`src/hw/rtl/sat_pkg.sv`:
```
// Shared types and constants for the alarm slot table.
package sat_pkg;

	// Table size and the stored id, delay and data widths
	localparam int ALARM_SLOTS = 8;
	localparam int ID_WIDTH    = 8;
	localparam int DELAY_W     = 31;
	localparam int DATA_W      = 32;

	typedef logic [ID_WIDTH-1:0] id_t;
	typedef logic [DELAY_W-1:0]  delay_t;
	typedef logic [DATA_W-1:0]   data_t;

	// Controller states
	typedef enum logic [1:0] {
		ST_IDLE,
		ST_WALK,
		ST_COMMIT,
		ST_FLUSH
	} state_t;

	// Token handed from cell to cell during a walk
	typedef struct packed {
		logic vld;
		logic hit;   // an earlier cell holds the requested id
		logic free;  // an earlier cell is inactive
	} tok_t;

	// Request held for the whole item, seen by every cell
	typedef struct packed {
		logic   tick;
		id_t    id;
		logic   periodic;
		delay_t delay;
		logic   active;
		data_t  aux;
	} req_t;

	// Slot write command broadcast after an activate walk
	typedef struct packed {
		logic wr;
		logic use_match;
	} cmd_t;

	// Fire report from a cell
	typedef struct packed {
		logic  fire;
		id_t   id;
		data_t data;
	} fire_t;

endpackage

```
`src/hw/rtl/sat_cell.sv`:
```
// One alarm slot: stored state, walk token stage and tick/compare logic.
module sat_cell (
	input  logic          clk,
	input  logic          arst_n,
	input  logic          adv,
	input  sat_pkg::tok_t tok_in,
	input  sat_pkg::req_t req,
	input  sat_pkg::cmd_t cmd,
	output sat_pkg::tok_t tok_out,
	output sat_pkg::fire_t fire
);

	sat_pkg::tok_t   tok_q;
	logic            active_q;
	logic            periodic_q;
	sat_pkg::id_t    event_q;
	sat_pkg::delay_t delay_q;
	sat_pkg::delay_t count_q;
	sat_pkg::data_t  payload_q;
	logic            first_match_q;
	logic            first_free_q;

	logic            match;
	logic            hit_now;
	logic            sel_wr;
	sat_pkg::delay_t cnt_inc;

	// Compare and count
	assign match   = (event_q == req.id);
	assign cnt_inc = count_q + sat_pkg::delay_t'(1);
	assign hit_now = tok_q.vld && req.tick && active_q && (cnt_inc >= delay_q);
	assign sel_wr  = cmd.wr && (cmd.use_match ? first_match_q : first_free_q);

	// Pass token on, folding in this slot
	assign tok_out = '{vld: tok_q.vld, hit: tok_q.hit | match, free: tok_q.free | ~active_q};
	assign fire    = '{fire: hit_now, id: event_q, data: payload_q};

	// Slot state
	always_ff @(posedge clk or negedge arst_n) begin
		if (!arst_n) begin
			tok_q         <= '0;
			active_q      <= 1'b0;
			periodic_q    <= 1'b0;
			event_q       <= '0;
			delay_q       <= '0;
			count_q       <= '0;
			payload_q     <= '0;
			first_match_q <= 1'b0;
			first_free_q  <= 1'b0;
		end else begin
			if (adv) begin
				tok_q <= tok_in;
				if (tok_q.vld && !req.tick) begin
					first_match_q <= match && !tok_q.hit;
					first_free_q  <= !active_q && !tok_q.free;
				end else if (tok_q.vld && active_q) begin
					// periodic alarm restarts, one-shot alarm is freed
					count_q <= (hit_now && periodic_q) ? '0 : cnt_inc;
					if (hit_now && !periodic_q) active_q <= 1'b0;
				end
			end
			if (sel_wr) begin
				event_q    <= req.id;
				active_q   <= req.active;
				delay_q    <= req.delay;
				periodic_q <= req.periodic;
				payload_q  <= req.aux;
				count_q    <= '0;
			end
		end
	end

endmodule

```
`src/hw/rtl/sat_chain.sv`:
```
// Row of slot cells with the token chain and the fire report merge.
module sat_chain (
	input  logic           clk,
	input  logic           arst_n,
	input  logic           adv,
	input  sat_pkg::tok_t  tok_head,
	input  sat_pkg::req_t  req,
	input  sat_pkg::cmd_t  cmd,
	output sat_pkg::tok_t  tok_tail,
	output sat_pkg::fire_t fire
);

	sat_pkg::tok_t  tok_link [sat_pkg::ALARM_SLOTS+1];
	sat_pkg::fire_t cell_fire [sat_pkg::ALARM_SLOTS];

	assign tok_link[0] = tok_head;
	assign tok_tail    = tok_link[sat_pkg::ALARM_SLOTS];

	for (genvar i = 0; i < sat_pkg::ALARM_SLOTS; i++) begin : g_cell
		sat_cell u_cell (
			.clk     (clk),
			.arst_n  (arst_n),
			.adv     (adv),
			.tok_in  (tok_link[i]),
			.req     (req),
			.cmd     (cmd),
			.tok_out (tok_link[i+1]),
			.fire    (cell_fire[i])
		);
	end

	// Only the cell holding the token can fire; merge by OR
	always_comb begin
		fire = '0;
		for (int i = 0; i < sat_pkg::ALARM_SLOTS; i++) begin
			if (cell_fire[i].fire) begin
				fire.fire = 1'b1;
				fire.id   = fire.id | cell_fire[i].id;
				fire.data = fire.data | cell_fire[i].data;
			end
		end
	end

endmodule

```
`src/hw/rtl/software_alarm_table.sv`:
```
// Top level of the alarm slot table: controller, result staging and output register.
//
// An input word is taken only when the table is idle. Each word sends one token
// down the row of eight slot cells, one cell per cycle unless the walk is
// paused. An activate word walks the cells and ends in a commit step that
// writes the chosen slot or gives the overflow word. A tick word walks the
// cells, then a final step releases the last fired word. The walk pauses for
// as long as a fired word must go out while the output register is still
// held by the downstream side, and the overflow word and the last fired word
// likewise wait for the output register. Results of a tick come out in slot
// order with tlast on the final one; a tick that fires nothing gives none.
module software_alarm_table (
	input  logic        clk,
	input  logic        arst_n,
	input  logic        s_tvalid,
	output logic        s_tready,
	input  logic [71:0] s_tdata,   // event_id[7:0], delay_word[39:8], aux_data[71:40]
	input  logic        s_tuser,   // kind
	output logic        m_tvalid,
	input  logic        m_tready,
	output logic [39:0] m_tdata,   // fired_id[7:0], fired_data[39:8]
	output logic        m_tuser,   // is_overflow
	output logic        m_tlast
);

	sat_pkg::state_t state_q, state_nxt;
	sat_pkg::req_t   req_q;
	sat_pkg::tok_t   tok_head, tok_tail;
	sat_pkg::cmd_t   cmd;
	sat_pkg::fire_t  fire;

	logic           accept;
	logic           adv;
	logic           out_free;
	logic           end_hit_q, end_free_q;
	logic           pend_vld_q;
	sat_pkg::id_t   pend_id_q;
	sat_pkg::data_t pend_data_q;

	logic           push;
	logic           push_ovf;
	logic           push_last;
	logic           pend_load;
	logic           pend_clr;

	logic           out_vld_q;
	logic [7:0]     out_id_q;
	sat_pkg::data_t out_data_q;
	logic           out_ovf_q;
	logic           out_last_q;

	assign accept   = s_tvalid && s_tready;
	assign out_free = !out_vld_q || m_tready;
	assign tok_head = '{vld: accept, hit: 1'b0, free: 1'b0};

	sat_chain u_chain (
		.clk      (clk),
		.arst_n   (arst_n),
		.adv      (adv),
		.tok_head (tok_head),
		.req      (req_q),
		.cmd      (cmd),
		.tok_tail (tok_tail),
		.fire     (fire)
	);

	// Next state
	always_comb begin
		state_nxt = state_q;
		case (state_q)
			sat_pkg::ST_IDLE:   if (accept) state_nxt = sat_pkg::ST_WALK;
			sat_pkg::ST_WALK: begin
				if (adv && tok_tail.vld)
					state_nxt = req_q.tick ? sat_pkg::ST_FLUSH : sat_pkg::ST_COMMIT;
			end
			sat_pkg::ST_COMMIT: begin
				if (end_hit_q || end_free_q || out_free) state_nxt = sat_pkg::ST_IDLE;
			end
			sat_pkg::ST_FLUSH: begin
				if (!pend_vld_q || out_free) state_nxt = sat_pkg::ST_IDLE;
			end
			default:            state_nxt = sat_pkg::ST_IDLE;
		endcase
	end

	// Controller outputs
	always_comb begin
		s_tready  = 1'b0;
		adv       = 1'b1;
		cmd       = '0;
		push      = 1'b0;
		push_ovf  = 1'b0;
		push_last = 1'b0;
		pend_load = 1'b0;
		pend_clr  = 1'b0;
		case (state_q)
			sat_pkg::ST_IDLE:   s_tready = 1'b1;
			sat_pkg::ST_WALK: begin
				if (fire.fire && pend_vld_q && !out_free) adv = 1'b0;
				if (adv && fire.fire) begin
					pend_load = 1'b1;
					push      = pend_vld_q;
				end
			end
			sat_pkg::ST_COMMIT: begin
				if (end_hit_q || end_free_q) begin
					cmd.wr        = 1'b1;
					cmd.use_match = end_hit_q;
				end else if (out_free) begin
					push      = 1'b1;
					push_ovf  = 1'b1;
					push_last = 1'b1;
				end
			end
			sat_pkg::ST_FLUSH: begin
				if (pend_vld_q && out_free) begin
					push      = 1'b1;
					push_last = 1'b1;
					pend_clr  = 1'b1;
				end
			end
			default: ;
		endcase
	end

	// Control registers
	always_ff @(posedge clk or negedge arst_n) begin
		if (!arst_n) begin
			state_q    <= sat_pkg::ST_IDLE;
			end_hit_q  <= 1'b0;
			end_free_q <= 1'b0;
			pend_vld_q <= 1'b0;
			out_vld_q  <= 1'b0;
		end else begin
			state_q <= state_nxt;
			if (state_q == sat_pkg::ST_WALK && adv && tok_tail.vld) begin
				end_hit_q  <= tok_tail.hit;
				end_free_q <= tok_tail.free;
			end
			if (pend_load)     pend_vld_q <= 1'b1;
			else if (pend_clr) pend_vld_q <= 1'b0;
			if (push)          out_vld_q <= 1'b1;
			else if (m_tready) out_vld_q <= 1'b0;
		end
	end

	// Payload registers
	always_ff @(posedge clk) begin
		if (accept) begin
			req_q.tick     <= s_tuser;
			req_q.id       <= sat_pkg::id_t'(s_tdata[7:0]);
			req_q.delay    <= s_tdata[38:8];
			req_q.periodic <= s_tdata[39];
			req_q.active   <= (s_tdata[39:8] != 32'd0);
			req_q.aux      <= s_tdata[71:40];
		end
		if (pend_load) begin
			pend_id_q   <= fire.id;
			pend_data_q <= fire.data;
		end
		if (push) begin
			out_id_q   <= push_ovf ? 8'd0 : 8'(pend_id_q);
			out_data_q <= push_ovf ? '0 : pend_data_q;
			out_ovf_q  <= push_ovf;
			out_last_q <= push_last;
		end
	end

	assign m_tvalid = out_vld_q;
	assign m_tdata  = {out_data_q, out_id_q};
	assign m_tuser  = out_ovf_q;
	assign m_tlast  = out_last_q;

	// The walk only pauses in the walk state (in the design only a tick walk can stall)
	a_stall_in_walk: assert property (@(posedge clk) disable iff (!arst_n)
		!adv |-> state_q == sat_pkg::ST_WALK)
		else $error("walk stalled outside a walk");

	// An overflow word is always the only and final word of its item
	a_ovf_last: assert property (@(posedge clk) disable iff (!arst_n)
		m_tvalid && m_tuser |-> m_tlast)
		else $error("overflow word without tlast");

	// No staged fire word survives into the next item
	a_pend_idle: assert property (@(posedge clk) disable iff (!arst_n)
		s_tready |-> !pend_vld_q)
		else $error("staged word left at idle");

	// A write command happens only after an activate walk
	a_cmd_activate: assert property (@(posedge clk) disable iff (!arst_n)
		cmd.wr |-> !req_q.tick && state_q == sat_pkg::ST_COMMIT)
		else $error("slot write outside activate commit");

endmodule

```
`config.mk`:
```
export PLATFORM = sky130hd
export DESIGN_NAME = software_alarm_table
export DESIGN_NICKNAME = d
export VERILOG_FILES = /design/src/hw/rtl/sat_pkg.sv /design/src/hw/rtl/sat_cell.sv /design/src/hw/rtl/sat_chain.sv /design/src/hw/rtl/software_alarm_table.sv
export SDC_FILE = /design/constraint.sdc
export NUM_CORES = 2
export LEC_CHECK = 0
export CAP_MARGIN = 20
export CORE_MARGIN = 2
export CORE_UTILIZATION = 56
export CTS_CLUSTER_SIZE = 14
export DETAILED_ROUTE_END_ITERATION = 12
export DONT_BUFFER_PORTS = 1
export GPL_TIMING_DRIVEN = 0
export PLACE_DENSITY = 0.71
export REMOVE_ABC_BUFFERS = 1
export SYNTH_ARGS = -nofsm -noshare
export SYNTH_HDL_FRONTEND = slang
export SYNTH_SLANG_ARGS = --single-unit
```
`constraint.sdc`:
```
create_clock -name clk -period 6.4 [get_ports clk]
set_input_delay 0.32 -clock clk [delete_from_list [all_inputs] [get_ports clk]]
set_output_delay 0.32 -clock clk [all_outputs]
set_load 0.005 [all_outputs]
```
==> impl_metrics.json <==
{
  "status": "complete, but fails checks",
  "violations": "negative hold slack, max-slew violations",
  "hold_viol": 167,
  "async_flop_share": 0.8488,
  "multiInputGateArea_mm2": 0.02325,
  "final_cell_area_mm2": 0.05831,
  "viasPerCell": 5.998,
  "first_iter_violations": 4505,
  "drv_slew": 830,
  "syn_to_final_growth_pct": 12.22,
  "p_sw_mw": 5.717,
  "synth_area_leaders": "dfrtp_1, edfxtp_1, nand2_1",
  "clock_sinks": 1032,
  "path_class": "reg -> reg",
  "synth_edf_count": 156,
  "cts_buffer_depth": 3,
  "fill_cells": 7264,
  "holdBufCountCts": 74,
  "grt_pass1_wl_mm": 217.4,
  "yosys_warnings": 0,
  "netSwitchingFraction": 0.3074,
  "portBuffers": 0,
  "grt_max_degree": 877,
  "synthCells": 5363,
  "finalWeightedCongestion": 0.8329,
  "drtAntennaViolNets": 0,
  "internal_power_mw": 12.88,
  "period_share": 0.9549,
  "worst_pin_slew_ps": 6118,
  "core_area_mm2": 0.09180,
  "crit_family": "simple AND/OR/NAND/NOR gates",
  "ir_drop_uv": 249.3,
  "wl_met3_mm": 9.918,
  "drc": 0,
  "hold_class": "in -> async",
  "setup.worst_path.start_class": "flop",
  "worst_hold_slack_ps": -654.9,
  "clk_latency_ps": 710,
  "p_clk_frac": 0.348,
  "initial_core_util": 0.5660,
  "power_density_mw_per_mm2": 318.9,
  "placed_area_mm2": 0.05377,
  "wl_per_cell_um": 20.84,
  "p_leak_nw": 26.11,
  "synth-seq-cells": 1032,
  "antenna_found_initial": 4,
  "grtUsageTotal": 0.2900,
  "fin_skew_ps": 48.07,
  "final_nets": 5624,
  "slew-limit-headroom": -3.079,
  "cpPeakStageDelay_ps": 780,
  "fmax_mhz": 163.6,
  "crit_chain": "ha_1, inv_1, nor2_1, nand3_1, nor3_1, nand3_1, xnor2_1, ha_1, a21o_1, a21o_1, a21oi_1, o211ai_1, a22oi_1, and3_1, nand4_1, buf_4, a21oi_4, nand2_1, o31ai_1",
  "regArea_mm2": 0.02661,
  "first_pass_iters": 9,
  "final_util": 0.6352,
  "io-pin-count": 121,
  "htree_levels": 3,
  "cts-buffers-inserted": 105,
  "routed.top_layer": "met4",
  "crit_path_max_fanout": 27,
  "cap_viol_max_count": 0,
  "preCtsSetupSlack_ps": -597.5,
  "grt_pass1_vias": 38790,
  "min_period_ps": 6111,
  "critPathRequiredTime_ps": 7010,
  "wl_met2_mm": 63.68,
  "synth_top_area_frac": 0.4219,
  "drive_gt1_frac": 0.08714,
  "die_x_um": 308.6,
  "critPathArrivalTime_ps": 6720,
  "wl_met1_mm": 59.10,
  "synth_most_common_cell": "nand2_1",
  "critPathCaptureType": "flop",
  "rsz0062_at_grt": "false",
  "root_buffer": "clkbuf_16",
  "power.total_mw": 18.60,
  "ys.flop_type": "dfrtp_1",
  "critPathBufInv": 2,
  "synthTopCellsByCount": "nand2_1, dfrtp_1, o21ai_0",
  "power.share.sequential": 0.479,
  "num_rows": 111,
  "report.final.setup_viol": 0,
  "die_h_um": 308.6,
  "crit_slowest_cell": "nor3_1",
  "dpl.hpwl_mm": 84.90,
  "synth.distinct_cells": 77,
  "wl_mm": 138.1,
  "gr-total-overflow": 0,
  "syn_area_per_cell_um2": 9.689,
  "die-area_mm2": 0.09524,
  "yosysTopAreaCell": "dfrtp_1",
  "fin_ws_ps": 288.6,
  "dr_total_vias": 39750,
  "synth.yosys.seq_area_share": 0.5120,
  "cts_tree": "done",
  "p_comb_frac": 0.174,
  "netlist_area_mm2": 0.05196,
  "path_clk_slew_ps": 60
}
==> stage by stage <==
step	setup TNS, ps	std cells
2_1_floorplan	-51780	5041
3_3_place_gp	-3526660	6284
3_5_place_dp	-56830	6349
4_1_cts	0	6622
5_1_grt	0	6626
6_report	0	6627
==> placed cells by master (no fill, tap or decap), drive strengths merged, types with 12 or more instances in the layout <==
cell	instances
nor2	138
ha	256
clkinv	32
or3b	27
nor2b	13
and3	61
xnor2	153
a21oi	340
buf	69
nand2b	14
a32o	18
a31oi	13
edfxtp	156
nor4	42
o21ai	351
and4	13
nor3	26
clkbuf	145
or3	31
a22oi	42
inv	282
mux2	169
o22ai	22
or4	12
nand3b	21
o31ai	24
nand4	91
nand2	1148
nand3	291
bufinv	12
and2	66
a21o	32
dfrtp	876
dlygate4sd3	74
xor2	143
a222oi	80
==> cell type report <==
| cell class | instances | share of cell area |
|---|---|---|
| inverters | 278 | 0.01790 |
| flip-flops and latches | 1032 | 0.4563 |
| diodes | 2 | 0.00008583 |
| clock inverters | 53 | 0.01127 |
| multi-input cells | 3731 | 0.3988 |
| repair buffers | 143 | 0.03809 |
| well taps | 1243 | 0.02667 |
| clock buffers | 145 | 0.05092 |
==> registers in the layout, summed over array words and instances, names as in the netlist, 14 cells and up <==
| signal | flops |
|---|---|
| u_chain.g_cell.u_cell.event_q | 64 |
| u_chain.g_cell.u_cell.payload_q | 256 |
| u_chain.g_cell.u_cell.tok_q | 14 |
| pend_data_q | 32 |
| u_chain.g_cell.u_cell.delay_q | 248 |
| u_chain.g_cell.u_cell.count_q | 248 |
| req_q | 74 |
| out_data_q | 32 |
==> layer usage <==
metal / global-route usage / vias up
met5: 0 / -
met4: 0.1132 / 0
met3: 0.04679 / 294
met2: 0.4620 / 1348
met1: 0.3999 / 19660
li1: - / 18450
==> repair_timing <==
item / 4_1_cts / 5_1_grt
endpoints found under the setup margin: 280 / 233
hold endpoints to repair: 952 / 876
gates resized for setup: 2 / 18
buffers inserted: 1 / 0
pin swaps: 1 / 1
gates cloned: 0 / 0
==> power by group through the flow <==
stage / clock [mW] / sequential [mW] / combinational [mW]
finish: 6.47 / 8.90 / 3.23
global placement: 0 / 8.97 / 2.85
floorplan: 0 / 8.49 / 2.18
global route: 6.81 / 8.99 / 3.61
detailed placement: 0 / 8.96 / 3.13
CTS: 6.54 / 8.86 / 3.20
==> cell families after synthesis <==
logic type / count (synthesis) / share of synthesized area
AOI/OAI and AO/OA: 985 / 0.1151
adders and majority gates: 256 / 0.06164
buffers and inverters: 600 / 0.04609
xor gates and xnor gates: 296 / 0.04989
muxes: 170 / 0.03682
and+or+nand+nor: 2024 / 0.1784
DFF: 1032 / 0.5120
==> final timing paths <==
path	startpoint	end	slack, ps	cells after the start
setup / recovery	u_chain.g_cell[4].u_cell.count_q[0]	u_chain.g_cell[0].u_cell.count_q[0]	290	19
hold / removal	arst_n	u_chain.g_cell[2].u_cell.delay_q[14]	-650	0
setup reg to reg	u_chain.g_cell[4].u_cell.count_q[0]	u_chain.g_cell[0].u_cell.count_q[0]	290	19
hold reg to reg	u_chain.g_cell[2].u_cell.tok_q[0]	u_chain.g_cell[2].u_cell.first_free_q	460	1
max in group asynchronous	arst_n	u_chain.g_cell[0].u_cell.count_q[10]	2340	0
min in group clk	m_tready	pend_vld_q	50	4
Power figures use the tool's default switching activity.
